--- config.mk ---
export PLATFORM = sky130hd
export DESIGN_NAME = modular_exponentiation_unit
export DESIGN_NICKNAME = d
export VERILOG_FILES = /design/src/design/mexp_pkg.sv /design/src/design/mexp_mulmod.sv /design/src/design/modular_exponentiation_unit.sv
export SDC_FILE = /design/constraint.sdc
export NUM_CORES = 2
export LEC_CHECK = 0
export BUFFER_PORTS_ARGS = -buffer_cell sky130_fd_sc_hd__buf_4
export CAP_MARGIN = 20
export CORE_UTILIZATION = 44
export CTS_BUF_LIST = sky130_fd_sc_hd__clkbuf_4
export DETAILED_ROUTE_END_ITERATION = 16
export PLACE_DENSITY = 0.64
export SYNTH_ARGS = -nofsm -noshare
export SYNTH_HDL_FRONTEND = slang
export SYNTH_SLANG_ARGS = --single-unit
--- constraint.sdc ---
create_clock -name clock -period 10.1 [get_ports clock]
set_input_delay 0 -clock clock [delete_from_list [all_inputs] [get_ports clock]]
set_output_delay 0 -clock clock [all_outputs]
set_load 0.01 [all_outputs]
--- src/design/mexp_pkg.sv ---
// shared types and constants for the modular exponentiation unit
// no dependencies; used by mexp_mulmod and modular_exponentiation_unit
package mexp_pkg;

   // width of every payload field on the ports
   localparam int FIELD_WIDTH = 32;

   // default datapath width
   localparam int DATA_WIDTH_DEFAULT = 32;

   // modulus after reset
   localparam logic [FIELD_WIDTH-1:0] MODULUS_RESET = 32'd12289;

   // top-level sequencer states
   typedef enum logic [1:0] {
      ST_IDLE,
      ST_STEP,
      ST_WAIT,
      ST_FINISH
   } seq_state_type;

   // modular multiply unit states
   typedef enum logic [1:0] {
      MM_IDLE,
      MM_MULT,
      MM_REDUCE
   } mm_state_type;

endpackage

--- src/design/mexp_mulmod.sv ---
// shared modular multiplier: one product, then a bit-serial remainder
// depends on mexp_pkg
module mexp_mulmod #(
   parameter int DATA_WIDTH = mexp_pkg::DATA_WIDTH_DEFAULT
) (
   input  logic                  clock,
   input  logic                  reset,
   input  logic                  start,
   input  logic [DATA_WIDTH-1:0] operand_a,
   input  logic [DATA_WIDTH-1:0] operand_b,
   input  logic [DATA_WIDTH-1:0] modulus,
   output logic                  done,
   output logic [DATA_WIDTH-1:0] result
);

   localparam int PROD_WIDTH = 2 * DATA_WIDTH;
   localparam int CNT_WIDTH  = $clog2(PROD_WIDTH);

   mexp_pkg::mm_state_type state_ff, state_in;

   logic [DATA_WIDTH-1:0] opa_ff, opa_in;
   logic [DATA_WIDTH-1:0] opb_ff, opb_in;
   logic [PROD_WIDTH-1:0] prod_ff, prod_in;
   logic [DATA_WIDTH-1:0] rem_ff, rem_in;
   logic [CNT_WIDTH-1:0]  cnt_ff, cnt_in;

   logic [DATA_WIDTH:0]   shifted;
   logic [DATA_WIDTH:0]   mod_ext;
   logic [DATA_WIDTH:0]   diff;
   logic [DATA_WIDTH-1:0] rem_step;

   // one restoring remainder step: shift in the next product bit
   always_comb begin
      shifted  = {rem_ff, prod_ff[PROD_WIDTH-1]};
      mod_ext  = {1'b0, modulus};
      diff     = shifted - mod_ext;
      rem_step = (shifted >= mod_ext) ? diff[DATA_WIDTH-1:0] : shifted[DATA_WIDTH-1:0];
   end

   // sequencer for multiply and reduce
   always_comb begin
      state_in = state_ff;
      opa_in   = opa_ff;
      opb_in   = opb_ff;
      prod_in  = prod_ff;
      rem_in   = rem_ff;
      cnt_in   = cnt_ff;
      done     = 1'b0;
      result   = rem_step;
      case (state_ff)
         mexp_pkg::MM_IDLE: begin
            if (start) begin
               opa_in   = operand_a;
               opb_in   = operand_b;
               state_in = mexp_pkg::MM_MULT;
            end
         end
         mexp_pkg::MM_MULT: begin
            prod_in  = {{DATA_WIDTH{1'b0}}, opa_ff} * {{DATA_WIDTH{1'b0}}, opb_ff};
            rem_in   = '0;
            cnt_in   = '0;
            state_in = mexp_pkg::MM_REDUCE;
         end
         mexp_pkg::MM_REDUCE: begin
            if (modulus == '0) begin
               // zero modulus keeps the low word of the product
               done     = 1'b1;
               result   = prod_ff[DATA_WIDTH-1:0];
               state_in = mexp_pkg::MM_IDLE;
            end else begin
               rem_in  = rem_step;
               prod_in = {prod_ff[PROD_WIDTH-2:0], 1'b0};
               cnt_in  = cnt_ff + 1'b1;
               if (cnt_ff == CNT_WIDTH'(PROD_WIDTH - 1)) begin
                  done     = 1'b1;
                  state_in = mexp_pkg::MM_IDLE;
               end
            end
         end
         default: begin
            state_in = mexp_pkg::MM_IDLE;
         end
      endcase
   end

   // control state
   always_ff @(posedge clock) begin
      if (reset) begin
         state_ff <= mexp_pkg::MM_IDLE;
      end else begin
         state_ff <= state_in;
      end
   end

   // datapath registers
   always_ff @(posedge clock) begin
      opa_ff  <= opa_in;
      opb_ff  <= opb_in;
      prod_ff <= prod_in;
      rem_ff  <= rem_in;
      cnt_ff  <= cnt_in;
   end

endmodule

--- src/design/modular_exponentiation_unit.sv ---
// modular exponentiation unit, top level: stream ports, modulus register, sequencer
// depends on mexp_pkg and mexp_mulmod
//
// Computes base_value ^ exponent mod modulus by right-to-left square-and-multiply,
// scanning the exponent from its least significant bit. Every modular multiply
// runs on one shared unit: a DATA_WIDTH x DATA_WIDTH product followed by a
// one-bit-per-cycle remainder over the double-width product (when the modulus
// is zero, the low word of the product is kept instead). An item costs one
// multiply per set exponent bit plus one squaring per exponent bit below the
// top set bit, plus the accept, final step and finish steps. An exponent of
// zero returns 1. req_tready is high only while no transaction is in progress;
// a finished result waits in the output register while the next transaction
// is accepted. The modulus is written through csr_wr_en/csr_wr_data and resets
// to 12289; the user must write it only while the block is idle, as the block
// itself does not enforce this.
module modular_exponentiation_unit #(
   parameter int DATA_WIDTH = mexp_pkg::DATA_WIDTH_DEFAULT
) (
   input  logic                              clock,
   input  logic                              reset,
   // input transaction
   input  logic                              req_tvalid,
   output logic                              req_tready,
   input  logic [2*mexp_pkg::FIELD_WIDTH-1:0] req_tdata,  // base_value [31:0], exponent [63:32]
   // result transaction
   output logic                              rsp_tvalid,
   input  logic                              rsp_tready,
   output logic [mexp_pkg::FIELD_WIDTH-1:0]   rsp_tdata,  // power_result [31:0]
   // modulus register write
   input  logic                              csr_wr_en,
   input  logic [mexp_pkg::FIELD_WIDTH-1:0]   csr_wr_data
);

   localparam int FW = mexp_pkg::FIELD_WIDTH;

   mexp_pkg::seq_state_type state_ff, state_in;

   logic [DATA_WIDTH-1:0] modulus_ff;
   logic [DATA_WIDTH-1:0] base_ff, base_in;
   logic [DATA_WIDTH-1:0] exp_ff, exp_in;
   logic [DATA_WIDTH-1:0] acc_ff, acc_in;
   logic                  target_acc_ff, target_acc_in;
   logic                  rsp_valid_ff, rsp_valid_in;
   logic [DATA_WIDTH-1:0] rsp_data_ff, rsp_data_in;

   logic                  mm_start;
   logic [DATA_WIDTH-1:0] mm_opa;
   logic                  mm_done;
   logic [DATA_WIDTH-1:0] mm_result;

   // shared modular multiplier
   mexp_mulmod #(
      .DATA_WIDTH (DATA_WIDTH)
   ) u_mulmod (
      .clock     (clock),
      .reset     (reset),
      .start     (mm_start),
      .operand_a (mm_opa),
      .operand_b (base_ff),
      .modulus   (modulus_ff),
      .done      (mm_done),
      .result    (mm_result)
   );

   // square-and-multiply sequencer
   always_comb begin
      state_in      = state_ff;
      base_in       = base_ff;
      exp_in        = exp_ff;
      acc_in        = acc_ff;
      target_acc_in = target_acc_ff;
      rsp_data_in   = rsp_data_ff;
      rsp_valid_in  = rsp_valid_ff & ~rsp_tready;
      req_tready    = 1'b0;
      mm_start      = 1'b0;
      mm_opa        = exp_ff[0] ? acc_ff : base_ff;
      case (state_ff)
         mexp_pkg::ST_IDLE: begin
            req_tready = 1'b1;
            if (req_tvalid) begin
               base_in  = req_tdata[DATA_WIDTH-1:0];
               exp_in   = req_tdata[FW +: DATA_WIDTH];
               acc_in   = DATA_WIDTH'(1);
               state_in = mexp_pkg::ST_STEP;
            end
         end
         mexp_pkg::ST_STEP: begin
            if (exp_ff[0]) begin
               // set bit: fold the running base into the result
               mm_start      = 1'b1;
               target_acc_in = 1'b1;
               exp_in        = {exp_ff[DATA_WIDTH-1:1], 1'b0};
               state_in      = mexp_pkg::ST_WAIT;
            end else if (exp_ff == '0) begin
               state_in = mexp_pkg::ST_FINISH;
            end else begin
               // higher bits remain: square the base and move on
               mm_start      = 1'b1;
               target_acc_in = 1'b0;
               exp_in        = {1'b0, exp_ff[DATA_WIDTH-1:1]};
               state_in      = mexp_pkg::ST_WAIT;
            end
         end
         mexp_pkg::ST_WAIT: begin
            if (mm_done) begin
               if (target_acc_ff) begin
                  acc_in = mm_result;
               end else begin
                  base_in = mm_result;
               end
               state_in = mexp_pkg::ST_STEP;
            end
         end
         mexp_pkg::ST_FINISH: begin
            if (!rsp_valid_ff || rsp_tready) begin
               rsp_data_in  = acc_ff;
               rsp_valid_in = 1'b1;
               state_in     = mexp_pkg::ST_IDLE;
            end
         end
         default: begin
            state_in = mexp_pkg::ST_IDLE;
         end
      endcase
   end

   // control state and modulus register
   always_ff @(posedge clock) begin
      if (reset) begin
         state_ff     <= mexp_pkg::ST_IDLE;
         rsp_valid_ff <= 1'b0;
         modulus_ff   <= mexp_pkg::MODULUS_RESET[DATA_WIDTH-1:0];
      end else begin
         state_ff     <= state_in;
         rsp_valid_ff <= rsp_valid_in;
         if (csr_wr_en) begin
            modulus_ff <= csr_wr_data[DATA_WIDTH-1:0];
         end
      end
   end

   // datapath registers
   always_ff @(posedge clock) begin
      base_ff       <= base_in;
      exp_ff        <= exp_in;
      acc_ff        <= acc_in;
      target_acc_ff <= target_acc_in;
      rsp_data_ff   <= rsp_data_in;
   end

   // result port
   assign rsp_tvalid = rsp_valid_ff;
   assign rsp_tdata  = FW'(rsp_data_ff);

endmodule

==> run summary <==
### Status
* finished clean — result of the run

### STA
* 0 ns — total negative setup slack
* 0.1367 ns — worst clock skew on the final layout
* 0 — pins over their slew limit
* 114.6 MHz — achievable frequency
* 8.728 ns — Tmin final
* no — setup repair after global routing missed its margin
* 0.2355 — Rel. slew slack
* 0 — setup-violating endpoint count in the final report
* 0 — total count of hold-check failures in the final report
* 1.147 ns — worst-margin pin slew
* 0.8641 — Period Utilization, post-route

### Drt
* 0 — residual DRC count
* 135600 microns — total routed wirelength
* 5 — drt pass-1 iters
* 35330 — overall via count from detail_route
* 20.34 microns — drt wl/cell
* 0 — Antenna Violating Nets Remaining
* 2624 — number of design-rule violations left by the first detailed-router iteration
* 5.297 — Avg Vias per Cell

### Global routing
* 38260 — vias in the first global route
* 0.2530 — global-route total usage across every layer
* 0 — total gr overflow
* 3 — antenna violations before repair
* 0.3532 — met1 Track Usage GR
* met2 — Top Usage Layer GRT
* 218300 microns — first-pass GRT wire length
* 0.06657 — GR Util met3
* 87 — largest net degree at the start of global routing
* 0.3913 — fraction of met2 tracks used by global routing

### Hold path
* base_ff[16] — hold worst-path end
* 4 — hold-critical path depth
* in2reg — HP Class
* req_tdata[16] — HP Start

### Place
* 6251 — number of placed cells counting well taps
* 134 — total of buffers placed on input and output ports
* 0.9213 — global placer's final weighted congestion
* 104100 microns — detailed placer's ending HPWL

### Critical path
* 23 — Worst Reg2Reg Path Length in Cells
* 9.32 ns — data arrival at the endpoint of the critical path
* 19 — critical-path maximum fanout
* u_mulmod.prod_ff[60] — reg-to-reg endpoint
* register — kind of start point of the critical path
* u_mulmod.opa_ff[23] — worst r2r src
* 1.37 ns — setup slack of the most critical reg-to-reg path
* register — crit path capture type
* reg2reg — Worst Setup Path Type
* 10.70 ns — Worst EP required

### Layout
* 12.98% — synth-to-layout area growth
* 0.08605 — share of layout cells above drive strength 1
* 6670 — filler-free cell count of the finished design
* 6486 — nets
* 9939 — fill cell count

### Synth
* 0 — Async S/R FF share, synth
* 9.888 sq um — post-synthesis average cell area
* edfxtp_1 — commonest register cell after synthesis
* 295 — Post-synth EDFFs
* 48400 sq um — netlist area before placement
* 89 — number of unique standard cell types used by synthesis
* 0 — number of warnings printed during yosys synthesis
* 4895 — number of instances in the synthesized netlist
* 0.1983 — sequential share of the synthesized area
* 332 — #FFs+latches synth
* 6189 — Mapped Nets

### Die
* 111300 sq um — Die ar.
* 109000 sq um — core area
* 135 — number of ports placed on the die boundary
* 333.7 microns — die outline height
* 121 — Rows
* 333.7 microns — die outline width
* 0.4440 — initial standard-cell utilization of the core

### Clock tree
* 90 — TritonCTS Buffers
* 0 — post-cts resize count
* 3 — H-tree level count
* 3 — Clock Path Buffers
* 0.07 ns — Reg clk slew, reported paths
* built — TritonCTS clock tree
* 0.94 ns — clk_lat worst skew
* 332 — Num Clock Sinks
* clkbuf_4 — cell chosen for the clock root

### Run
* 0 — number of violations of the max-capacitance limit

[final cells by class]
| cell class | count | area, sq um | area share |
|---|---|---|---|
| Sequential cell | 332 | 9599 | 0.1755 |
| Antenna cell | 3 | 7.507 | 0.0001373 |
| Timing Repair Buffer | 485 | 4384 | 0.08017 |
| Clock buffer | 125 | 938.4 | 0.01716 |
| Tap cell | 1414 | 1769 | 0.03235 |
| Clock inverter | 28 | 207.7 | 0.003798 |
| Inverter | 895 | 3359 | 0.06143 |
| Multi-Input combinational cell | 3388 | 34420 | 0.6294 |
[sequential cells by signal, indices dropped and copies added (netlist names), 6 cells and up]
signal	count
u_mulmod.opb_ff	32
u_mulmod.opa_ff	32
acc_ff	32
u_mulmod.prod_ff	64
exp_ff	32
u_mulmod.cnt_ff	6
modulus_ff	32
base_ff	32
u_mulmod.rem_ff	32
rsp_tdata	32
[synth_stat cells, types with 37 or more instances]
library cell	n	area, sq um
clkbuf_1	264	991.0
edfxtp_1	295	8859
o21ai_0	76	380.4
a21o_1	76	570.6
nand2_1	559	2098
dfxtp_1	37	740.7
fa_1	897	17960
xnor2_1	55	481.7
and2_1	602	3766
a21oi_1	165	825.8
nor2_1	180	675.7
inv_1	895	3359
ha_1	296	3704
mux2i_1	45	450.4
[cell families (layout without fill, tap and decap cells)]
| logic type | Yosys count | count (layout) | synth area share |
|---|---|---|---|
| compound gates | 512 | 512 | 0.06990 |
| xor+xnor | 84 | 84 | 0.01520 |
| fa+ha+maj | 1193 | 1193 | 0.4475 |
| buf+inv | 1175 | 1533 | 0.09184 |
| flops | 332 | 332 | 0.1983 |
| mux | 88 | 88 | 0.01978 |
| other cells | 0 | 3 | 0 |
| simple gates | 1511 | 1511 | 0.1575 |
[how the worst max path moves through the flow]
stage                               startpoint                   end  slack (ns)
after floorplan           u_mulmod.state_ff[0]    u_mulmod.cnt_ff[0]        1.32
after global placement     u_mulmod.opa_ff[23]  u_mulmod.prod_ff[49]        1.47
after detailed placement   u_mulmod.opa_ff[16]  u_mulmod.prod_ff[63]        1.42
after CTS                  u_mulmod.opb_ff[26]  u_mulmod.prod_ff[54]        1.42
after global routing       u_mulmod.opb_ff[14]  u_mulmod.prod_ff[54]        0.98
final                      u_mulmod.opa_ff[23]  u_mulmod.prod_ff[60]        1.37
[layer usage]
metal / up-vias / share of wire
li1: 15810 / -
met1: 18120 / 0.44
met2: 1216 / 0.45
met3: 193 / 0.086
met4: 0 / 0.024
met5: - / 0
[cells in the final DEF, fill, tap and decap left out, types with 27 or more instances in the layout]
| master | synthesis | final |
|---|---|---|
| edfxtp_1 | 295 | 295 |
| dfxtp_1 | 37 | 37 |
| nand4_1 | 27 | 27 |
| mux2_2 | 34 | 34 |
| dlygate4sd3_1 | 0 | 260 |
| a22o_1 | 34 | 34 |
| a21oi_1 | 165 | 165 |
| and2_1 | 602 | 602 |
| nor2_1 | 180 | 178 |
| inv_1 | 895 | 895 |
| o21ai_0 | 76 | 75 |
| xnor2_1 | 55 | 55 |
| nand2_1 | 559 | 558 |
| xor2_1 | 29 | 29 |
| buf_4 | 2 | 220 |
| fa_1 | 897 | 897 |
| mux2i_1 | 45 | 45 |
| ha_1 | 296 | 296 |
| clkbuf_4 | 0 | 125 |
| nand3_1 | 29 | 29 |
| a21o_1 | 76 | 76 |
[worst max-delay path, cell delays in order, from the launching register on]
cell and delay, ns:
edfxtp_1 1.04, buf_4 0.40, and2_1 0.19, fa_1 0.43, inv_1 0.11, fa_1 0.44, fa_1 0.55, fa_1 0.57
inv_1 0.05, fa_1 0.48, fa_1 0.46, fa_1 0.63, fa_1 0.47, ha_1 0.38, a21oi_1 0.20, o21ai_1 0.11
a22o_1 0.23, or3b_1 0.37, a31o_1 0.25, a31oi_4 0.26, o21ai_2 0.15, a31oi_2 0.36, nor4b_2 0.26, nor3_1 0.08
[timing repair]
action / 4_1_cts / 5_1_grt
hold buffers: 260 / 0
buffers inserted: 0 / 0
endpoints found under the hold margin: 122 / 0
[per-stage QoR]
| stage | util | instance area (sq um) | hold slack, ns | setup slack (ns) |
|---|---|---|---|---|
| floorplan | - | 48400 | 0.1288 | 1.321 |
| global placement | 0.4662 | 50820 | 0.2260 | 1.468 |
| detailed placement | 0.4665 | 50850 | 0.2245 | 1.425 |
| CTS | 0.5009 | 54600 | 0.004405 | 1.418 |
| global route | 0.5017 | 54680 | 0.06690 | 0.9831 |
| finish | 0.5017 | 54690 | 0.1000 | 1.372 |
Power is not shown: default switching activity piles up to over one toggle a cycle in this logic, so the estimate is an artifact.
